<file path="src/cdb_pkg.sv">
package cdb_pkg;

  // Field widths.
  localparam int DAY_W   = 7;
  localparam int MONTH_W = 7;
  localparam int YEAR_W  = 14;
  localparam int ORD_W   = 23;
  localparam int PC_W    = 3;

  // Calendar constants.
  localparam logic [3:0]   MONTHS_PER_YEAR = 4'd12;
  localparam logic [8:0]   DAYS_PER_YEAR   = 9'd365;
  localparam logic [6:0]   CENTURY         = 7'd100;
  localparam logic [6:0]   CEIL_BIAS       = 7'd99;

  // Division by 100 as a multiply by 2^19/100, exact for operands below 2^15.
  localparam logic [12:0]  RECIP100    = 13'd5243;
  localparam int           RECIP_SHIFT = 19;
  localparam int           PROD_W      = 28;
  localparam int           QUOT_W      = 8;

  // Datapath operations of one microcode step.
  typedef enum logic [2:0] {
    OP_LOAD,
    OP_MUL_CEIL,
    OP_MUL_FLOOR,
    OP_YEARS,
    OP_LEAPS,
    OP_MONTHS,
    OP_STORE,
    OP_FINISH
  } op_t;

  // Jump conditions.
  typedef enum logic [1:0] {
    JMP_NONE,
    JMP_ABSENT,
    JMP_FIRST
  } jmp_t;

  typedef struct packed {
    op_t             op;
    jmp_t            jmp;
    logic [PC_W-1:0] target;
  } ctrl_t;

  localparam logic [PC_W-1:0] PC_START  = 3'd0;
  localparam logic [PC_W-1:0] PC_FINISH = 3'd7;

  // Microprogram: one date is reduced to its day ordinal in steps zero to six,
  // the store step loops back once for the second date.
  function automatic ctrl_t ucode(input logic [PC_W-1:0] pc);
    ctrl_t w;
    case (pc)
      3'd0:    w = '{OP_LOAD,      JMP_ABSENT, PC_FINISH};
      3'd1:    w = '{OP_MUL_CEIL,  JMP_NONE,   PC_START};
      3'd2:    w = '{OP_MUL_FLOOR, JMP_NONE,   PC_START};
      3'd3:    w = '{OP_YEARS,     JMP_NONE,   PC_START};
      3'd4:    w = '{OP_LEAPS,     JMP_NONE,   PC_START};
      3'd5:    w = '{OP_MONTHS,    JMP_NONE,   PC_START};
      3'd6:    w = '{OP_STORE,     JMP_FIRST,  PC_START};
      default: w = '{OP_FINISH,    JMP_NONE,   PC_START};
    endcase
    return w;
  endfunction

  // Days in the months before the given month of a common year.
  function automatic logic [8:0] days_before_month(input logic [3:0] m);
    logic [8:0] d;
    case (m)
      4'd2:    d = 9'd31;
      4'd3:    d = 9'd59;
      4'd4:    d = 9'd90;
      4'd5:    d = 9'd120;
      4'd6:    d = 9'd151;
      4'd7:    d = 9'd181;
      4'd8:    d = 9'd212;
      4'd9:    d = 9'd243;
      4'd10:   d = 9'd273;
      4'd11:   d = 9'd304;
      4'd12:   d = 9'd334;
      default: d = 9'd0;
    endcase
    return d;
  endfunction

endpackage

</file>
<file path="src/calendar_days_between_core.sv">
// Days strictly between two Gregorian dates. After a transfer on the input
// channel the core stalls its input and runs a short microprogram on one
// shared 15x13 multiplier: seven steps per date and one finishing step; with
// a date absent it goes from the load step straight to the finishing step and
// the result is -1. A new item is taken only once the finishing step is done.
// The result sits in an output register, and the next item is accepted while
// it waits to be taken.
module calendar_days_between_core
  import cdb_pkg::*;
(
  input  logic                      clk,
  input  logic                      rst,
  input  logic                      in_valid,
  output logic                      in_stall,
  input  logic                      first_present,
  input  logic                      second_present,
  input  logic [DAY_W-1:0]          day1,
  input  logic [MONTH_W-1:0]        month1,
  input  logic [YEAR_W-1:0]         year1,
  input  logic [DAY_W-1:0]          day2,
  input  logic [MONTH_W-1:0]        month2,
  input  logic [YEAR_W-1:0]         year2,
  output logic                      out_valid,
  input  logic                      out_stall,
  output logic signed [ORD_W-1:0]   days_between
);

  // Control state.
  logic            busy;
  logic [PC_W-1:0] pc;
  logic            sel;

  // Latched input item.
  logic               present;
  logic [DAY_W-1:0]   d1_r, d2_r;
  logic [MONTH_W-1:0] m1_r, m2_r;
  logic [YEAR_W-1:0]  y1_r, y2_r;

  // Datapath registers.
  logic [YEAR_W-1:0] yr;
  logic [3:0]        mo;
  logic [DAY_W-1:0]  dy;
  logic [PROD_W-1:0] prod;
  logic [QUOT_W-1:0] cq;
  logic [QUOT_W-1:0] qf;
  logic              leap;
  logic [ORD_W-1:0]  acc;
  logic [ORD_W-1:0]  ord_a;

  ctrl_t ctrl;
  logic  in_xfer;
  logic  step_go;
  logic  jump;

  // Selected date for the current pass.
  logic [DAY_W-1:0]   d_sel;
  logic [MONTH_W-1:0] m_sel;
  logic [YEAR_W-1:0]  y_sel;

  // Shared multiplier operand.
  logic [YEAR_W:0] mul_a;

  // Leap-year and leap-count terms.
  logic             y_div100;
  logic             leap_now;
  logic [12:0]      ceil4;
  logic [QUOT_W:0]  ceil400;
  logic [ORD_W-1:0] leap_count;
  logic [ORD_W-1:0] month_days;
  logic [ORD_W-1:0] diff;

  assign ctrl     = ucode(pc);
  assign in_stall = busy;
  assign in_xfer  = in_valid && !busy;
  assign step_go  = busy && !(ctrl.op == OP_FINISH && out_valid && out_stall);

  assign d_sel = sel ? d2_r : d1_r;
  assign m_sel = sel ? m2_r : m1_r;
  assign y_sel = sel ? y2_r : y1_r;

  assign mul_a = (ctrl.op == OP_MUL_CEIL) ? ({1'b0, yr} + (YEAR_W + 1)'(CEIL_BIAS))
                                          : {1'b0, yr};

  // A year divisible by 100 equals 100 times its floor quotient.
  assign y_div100 = ((YEAR_W + 1)'(qf) * (YEAR_W + 1)'(CENTURY)) == {1'b0, yr};
  assign leap_now = (yr[1:0] == 2'b00) && (!y_div100 || (qf[1:0] == 2'b00));

  // Leap years in 0..y-1 as ceil(y/4) - ceil(y/100) + ceil(y/400).
  always_comb begin
    logic [YEAR_W:0] y_plus3;
    y_plus3    = {1'b0, yr} + (YEAR_W + 1)'(3);
    ceil4      = y_plus3[YEAR_W:2];
    ceil400    = ({1'b0, cq} + (QUOT_W + 1)'(3)) >> 2;
    leap_count = ORD_W'(ceil4) - ORD_W'(cq) + ORD_W'(ceil400);
  end

  // Months before the given one plus the day, with February 29 in leap years.
  assign month_days = ORD_W'(days_before_month(mo))
                    + ORD_W'(leap && (mo >= 4'd3))
                    + ORD_W'(dy);

  assign diff = (ord_a > acc) ? (ord_a - acc) : (acc - ord_a);

  always_comb begin
    jump = 1'b0;
    case (ctrl.jmp)
      JMP_ABSENT: jump = !present;
      JMP_FIRST:  jump = !sel;
      default:    jump = 1'b0;
    endcase
  end

  // Sequencer and output handshake.
  always_ff @(posedge clk) begin
    if (rst) begin
      busy      <= 1'b0;
      pc        <= PC_START;
      sel       <= 1'b0;
      out_valid <= 1'b0;
    end else begin
      if (in_xfer) begin
        busy <= 1'b1;
        pc   <= PC_START;
        sel  <= 1'b0;
      end else if (step_go) begin
        if (ctrl.op == OP_FINISH) begin
          busy <= 1'b0;
          pc   <= PC_START;
        end else begin
          pc <= jump ? ctrl.target : pc + PC_W'(1);
          if (ctrl.op == OP_STORE) begin
            sel <= 1'b1;
          end
        end
      end
      // A finished item fills the output register; a taken result empties it.
      if (step_go && ctrl.op == OP_FINISH) begin
        out_valid <= 1'b1;
      end else if (out_valid && !out_stall) begin
        out_valid <= 1'b0;
      end
    end
  end

  // Input latch and datapath.
  always_ff @(posedge clk) begin
    if (in_xfer) begin
      present <= first_present && second_present;
      d1_r    <= day1;
      m1_r    <= month1;
      y1_r    <= year1;
      d2_r    <= day2;
      m2_r    <= month2;
      y2_r    <= year2;
    end
    if (step_go) begin
      case (ctrl.op)
        OP_LOAD: begin
          yr <= y_sel;
          dy <= d_sel;
          mo <= (m_sel > MONTH_W'(MONTHS_PER_YEAR)) ? MONTHS_PER_YEAR : m_sel[3:0];
        end
        OP_MUL_CEIL: begin
          prod <= PROD_W'(mul_a) * PROD_W'(RECIP100);
        end
        OP_MUL_FLOOR: begin
          cq   <= prod[RECIP_SHIFT +: QUOT_W];
          prod <= PROD_W'(mul_a) * PROD_W'(RECIP100);
        end
        OP_YEARS: begin
          qf  <= prod[RECIP_SHIFT +: QUOT_W];
          acc <= ORD_W'(yr) * ORD_W'(DAYS_PER_YEAR);
        end
        OP_LEAPS: begin
          leap <= leap_now;
          acc  <= acc + leap_count;
        end
        OP_MONTHS: begin
          acc <= acc + month_days;
        end
        OP_STORE: begin
          if (!sel) begin
            ord_a <= acc;
          end
        end
        OP_FINISH: begin
          if (!present) begin
            days_between <= '1;
          end else if (diff <= ORD_W'(1)) begin
            days_between <= '0;
          end else begin
            days_between <= diff - ORD_W'(1);
          end
        end
        default: begin
        end
      endcase
    end
  end

endmodule

</file>
<file path="config.mk">
export PLATFORM = sky130hd
export DESIGN_NAME = calendar_days_between_core
export DESIGN_NICKNAME = d
export VERILOG_FILES = /design/src/cdb_pkg.sv /design/src/calendar_days_between_core.sv
export SDC_FILE = /design/constraint.sdc
export NUM_CORES = 1
export LEC_CHECK = 0
export ABC_AREA = 1
export BUFFER_PORTS_ARGS = -buffer_cell sky130_fd_sc_hd__buf_2
export CAP_MARGIN = 20
export CELL_PAD_IN_SITES_DETAIL_PLACEMENT = 1
export CELL_PAD_IN_SITES_GLOBAL_PLACEMENT = 1
export CORE_MARGIN = 1
export CORE_UTILIZATION = 44
export CTS_BUF_LIST = sky130_fd_sc_hd__clkbuf_8
export DETAILED_ROUTE_END_ITERATION = 10
export PLACE_DENSITY_LB_ADDON = 0.1
export SYNTH_ARGS = -nofsm -noshare
export SYNTH_HDL_FRONTEND = slang
export SYNTH_SLANG_ARGS = --single-unit
export TNS_END_PERCENT = 5
</file>
<file path="constraint.sdc">
create_clock -name clk -period 6.37 [get_ports clk]
set_input_delay 1.274 -clock clk [delete_from_list [all_inputs] [get_ports clk]]
set_output_delay 1.274 -clock clk [all_outputs]
set_load 0.02 [all_outputs]
</file>
======== After elaboration in Yosys (flattened, before gate mapping) ========
Memories as Yosys holds them, arrays and structs flattened. A register that Yosys moved wholly into a read port is not among the register bits.
Cells that the tools add are included.
cells by class
  $mul .................................... 3
  add/subtract/negate cells ............... 13
  bitwise logic cells ..................... 2
  eq/ne operators ......................... 16
  multiplexer cells ....................... 18
  shifts and indexed selects .............. 0
  div/mod/pow operators ................... 0
  reduce and logical (&&, ||, !) cells .... 36
  $lt $le $gt $ge ......................... 4
operators by type and width
  cell                      number
  $pmux W23 S3              1
  $pmux W8 S7               1
  $mux W23                  2
  $sub A23 B23 Y23          2
  $mul A15 B13 Y27 const B  1
  $add A23 B11 Y23          1
  $add A23 B23 Y23          1
  $gt A23 B23 Y1            1
  $le A23 B1 Y1 const B     1
  $mul A14 B9 Y23 const B   1
  $sub A23 B1 Y23 const B   1
  $eq A3 B3 Y1 const B      7
  $reduce_and A2 Y1         8
  $add A14 B2 Y15 const B   1
  $add A14 B7 Y15 const B   1
  $add A14 B8 Y15           1
  $eq A15 B14 Y1            1
  $mux W15                  1
  $mux W14                  1
  $mux W7                   2
  $sub A13 B8 Y14           1
  $mul A8 B5 Y13 const B    1
  $eq A3 B2 Y1 const B      4
  $add A10 B7 Y11           1
  22 further kinds          49
storage, ports and cells
  RAM bits ................................ 0
  register bits ........................... 201
  logic and storage cells ................. 114
  memories ................................ 1
  output and inout bits ................... 25
  memory bits (read-only) ................. 144
  bits in latches ......................... 0
  bits of input ports ..................... 62
memory list
  name             words  bits a word  rd ports  clocked after Yosys merged registers in  wr ports  RTL line       text
  (no name shown)  16     9            1         1                                        0         cdb_pkg.sv:70  case (m)

======== Longest topological paths before layout ========
  depth after elaboration ................. 9
  depth in mapped cells ................... 38
  depth with buffers taken out ............ 38

======== Worst setup path after synthesis ========
OpenSTA, ideal clock, no wires.
  kind .................................... register -> register
  start ................................... reg pc[1]
  end ..................................... reg prod[24] (data pin)
  stages on the path, launching flop included .. 27
  arrival ................................. 5,938 ps
  buffers on the path ..................... 0
  clock period less this slack ............ 6,203 ps
  path slack .............................. 167 ps
  required time ........................... 6,105 ps
  library setup time ...................... 265 ps
  cell sequence ........................... dfxtp_1 inv_1 ha_1 inv_1 nor2_1 clkinv_1 nor2_1 nand4_1 nor2_1 xor2_1 inv_1 fa_1 inv_1 ha_1 fa_1 fa_1 inv_1 fa_1 inv_1 ha_1 a21oi_1 o21ai_0 a21oi_1 nand2_1 a21oi_1 o21ai_0 xor2_1
on the way
  cells in the longest elaborated chain, start to end .. 5
  elaborated cells between the ends (all ways) .. 11
  those cells by class .................... 1 x mul; 7 x eq/ne; 2 x mux; 1 x reduce/logical
RTL lines
  element                               RTL line                                                              text
  start, declared                       calendar_days_between_core.sv:30                                      logic [PC_W-1:0] pc;
  start signal, assigned                calendar_days_between_core.sv:130                                     pc <= jump ? ctrl.target : pc + PC_W'(1);
  $eq A3 B3 Y1 (tied with other cells)  cdb_pkg.sv:54                                                         case (pc)
  $pmux W8 S7 *                         cdb_pkg.sv:54
  $eq A3 B1 Y1 *                        calendar_days_between_core.sv:81, calendar_days_between_core.sv:157
  $mux W15 *                            calendar_days_between_core.sv:81                                      assign mul_a = (ctrl.op == OP_MUL_CEIL) ? ({1'b0, yr} + (YEAR_W + 1)'(CEIL_BIAS))
  $mul A15 B13 Y27 *                    calendar_days_between_core.sv:164, calendar_days_between_core.sv:168
  end signal, assigned                  calendar_days_between_core.sv:164                                     prod <= PROD_W'(mul_a) * PROD_W'(RECIP100);
  end signal, assigned                  calendar_days_between_core.sv:168                                     prod <= PROD_W'(mul_a) * PROD_W'(RECIP100);
  end, declared                         calendar_days_between_core.sv:43                                      logic [PROD_W-1:0] prod;
Mark *: on every way between the ends. The rest lies on a longest branch, timed or not.
A chain may end at the register's enable or synchronous reset.

======== Worst setup path after layout ========
  start ................................... reg yr[0]
  end ..................................... reg prod[24] (data pin)
on the way
  cells in the longest elaborated chain, start to end .. 3
RTL lines
  element                 RTL line                                                              text
  start, declared         calendar_days_between_core.sv:40                                      logic [YEAR_W-1:0] yr;
  start signal, assigned  calendar_days_between_core.sv:159                                     yr <= y_sel;
  $add A14 B7 Y15         calendar_days_between_core.sv:81
  $mux W15 *              calendar_days_between_core.sv:81
  $mul A15 B13 Y27 *      calendar_days_between_core.sv:164, calendar_days_between_core.sv:168
Marks and branches as above.

==> impl_metrics.csv <==
group,metric,value,unit
drt,route.detailed.drc,0,
floorplan,die_area,0.0498,mm^2
clock_network,ctsHoldBuffers,0,
clock_network,cts-buffers-inserted,17,
synth,synth_edf_count,176,
clock_network,cts.sinks,191,
sta,timing.max_slew.rel_slack,0.337,
critical_path,slowest_stage,"fa_1",
clock_network,clockRootBuffer,"clkbuf_8",
synth,ys_seq_elements,191,
clock_network,clock_latency,0.55,ns
finish,finalInstanceArea,0.0236,mm^2
power,p_per_area,353,mW/mm^2
synth,syn_area,0.0215,mm^2
finish,multiInputGateArea,0.0138,mm^2
critical_path,critPathMaxStageDelay,0.55,ns
global_routing,grt_pass1_vias,19900,
power,sequentialPowerShare,0.199,
drt,drtAntennaViolNets,0,
drt,avgViaCountPerCell,5.23,
synth,syn_nets,3248,
finish,final_nets,3386,
finish,area_delta_synth_final,9.72,%
run,maxCapViolCount,0,
critical_path,crit_path_end_kind,"flop",
finish,fill_cells,5996,
sta,tightest_slew,0.983,ns
clock_network,clock_path_buffers,2,
sta,period_share,0.956,
sta,fin_setup_tns,0,ns
floorplan,num_rows,80,
finish,seq_area,0.00559,mm^2
drt,drtPass1Iterations,7,
drt,drtIter0Drc,675,
synth,synth_ff_type,"edfxtp_1",
synth,ys_seq_area_frac,0.260,
critical_path,crit_fanout,5,
critical_path,cp_data_arrival_time,6.39,ns
power,internal-power,4.04,mW
power,switching_share,0.514,
critical_path,crit_type,"reg -> reg",
synth,syn_avg_cell_area,7.77,um^2
finish,drive_gt1_frac,0.0867,
placement,gp_congestion,0.912,
power,ir_drop,0.000583,V
drt,dr_total_vias,18500,
finish,post-route-util,0.492,
floorplan,die_x,223,um
synth,ys_async_sr_fraction,0,
sta,slew_violations,0,
critical_path,crit_required,6.67,ns
global_routing,grt_max_degree,58,
global_routing,grt_pass1_wl,105,mm
global_routing,antenna_found_initial,6,
clock_network,clk_pin_slew_worst_paths,0.12,ns
global_routing,grt_util_all_layers,0.271,
power,p_total,8.32,mW
sta,finalSetupViolCount,0,
global_routing,grt_overflow,0,
critical_path,crit_path_start_kind,"flop",
placement,portBuffers,86,
synth,yosys_warnings,0,
placement,hpwlAfterDp,57.1,mm
floorplan,io_pins,87,
placement,placed_area,0.0229,mm^2
hold_path,hp-class,"reg -> reg",
sta,finalCriticalPeriod,6.09,ns
sta,max_clock_freq,164,MHz
power,switchingPower,4.28,mW
run_status,status,"completed",
sta,skew,0.0305,ns
power,p_leak,12.2,nW
synth,syn_inst,2767,
power,clockPowerShare,0.105,
synth,synth_cell_types,55,
finish,final_common_cell,"nand2_1",
floorplan,start_util,0.449,
clock_network,cts_tree,"built",
power,combinationalPowerShare,0.696,
floorplan,die_y,223,um
floorplan,core,0.0479,mm^2
finish,layout_common_cells,"727 x nand2_1, 568 x inv_1, 286 x ha_1, 176 x edfxtp_1, 148 x nand3_1",
sta,holdWs,0.461,ns
drt,drt_wl_total,66.5,mm
sta,hold_viol,0,
clock_network,cts_max_level,4,
drt,wire_per_inst,18.8,um
[power groups by stage]
stage	registers (mW)	logic, mW	clock network, mW
6_report	1.65	5.79	0.878
2_1_floorplan	1.65	3.91	0
4_1_cts	1.65	5.72	0.892
5_1_grt	1.66	6.61	0.932
3_3_place_gp	1.68	5.42	0
3_5_place_dp	1.68	5.66	0
[critical path, delay by kind of cell (launching register included)]
family / cells / cell delay (ns)
compound gates: 6 / 0.88
xor+xnor: 2 / 0.39
fa+ha+maj: 6 / 2.65
buf+inv: 7 / 0.66
flops: 1 / 0.47
simple gates: 7 / 0.80
[Yosys cell counts, types with 4 or more instances]
cell / number / share of area
dfxtp_1: 15 / 0.014
a21o_1: 6 / 0.0021
xnor2_1: 27 / 0.011
o21bai_1: 7 / 0.0024
nand3b_1: 5 / 0.0017
ha_1: 290 / 0.17
nor2_2: 7 / 0.0020
o21ai_0: 106 / 0.025
nor2_1: 136 / 0.024
nand3_1: 150 / 0.035
edfxtp_1: 176 / 0.25
nand2_1: 729 / 0.13
o21ai_1: 14 / 0.0033
nor3_1: 29 / 0.0067
nor2_4: 4 / 0.0021
or2_2: 12 / 0.0035
o211ai_1: 13 / 0.0045
buf_2: 6 / 0.0014
nand4_1: 33 / 0.0096
a21oi_1: 144 / 0.034
nand2_2: 14 / 0.0041
nor4_1: 7 / 0.0020
clkbuf_1: 10 / 0.0017
a31oi_1: 10 / 0.0029
xor2_1: 69 / 0.028
fa_1: 129 / 0.12
inv_1: 574 / 0.10
[worst paths after layout]
kind | startpoint | endpoint | slack (ns) | cells after the start
setup / recovery | yr[0] | prod[24] | 0.28 | 28
hold / removal | prod[20] | qf[1] | 0.46 | 0
setup reg to reg | yr[0] | prod[24] | 0.28 | 28
hold reg to reg | prod[20] | qf[1] | 0.46 | 0
[what timing repair did]
action | 4_1_cts | 5_1_grt
setup buffers | 0 | 11
endpoints found under the setup margin | 4 | 13
gates resized for setup | 2 | 35
pin swaps | 0 | 8
[per-stage QoR]
step,setup slack (ns),std cells
2_1_floorplan,0.167,2767
6_report,0.280,3541
4_1_cts,0.00947,3522
5_1_grt,-0.0232,3541
3_3_place_gp,0.110,3490
3_5_place_dp,-0.0576,3490
[layout make-up]
cell class / instances / share of cell area
antenna: 8 / 0.000848
timing repair buffer: 139 / 0.0351
tap: 615 / 0.0326
sequential: 191 / 0.237
clock inverter: 15 / 0.00806
inverter: 580 / 0.0923
clock buffer: 17 / 0.00992
multi-input combinational: 1976 / 0.584
[per-layer routing]
layer	track usage	part of all wire
met1	0.322	0.43
met2	0.498	0.52
met3	0.0262	0.018
met4	0.113	0.038
met5	0	0
[registers in the layout (all words and copies together), names as in the netlist, named ones only]
signal	flops
present	1
in_stall	1
ord_a	23
m1_r	7
out_valid	1
sel	1
leap	1
d2_r	7
y2_r	14
acc	23
y1_r	14
qf	8
d1_r	7
pc	3
cq	8
dy	7
days_between	23
m2_r	7
yr	14
mo	4
prod	8
[cell families after synthesis]
kind of cell | count (synthesis) | share of synthesized area
DFF | 191 | 0.260
xor gates and xnor gates | 96 | 0.0391
muxes | 2 | 0.000931
AOI/OAI and AO/OA | 322 | 0.0820
and+or+nand+nor | 1137 | 0.223
buffers and inverters | 600 | 0.106
adders and majority gates | 419 | 0.289
No activity file was read; power rests on OpenSTA's default activity.
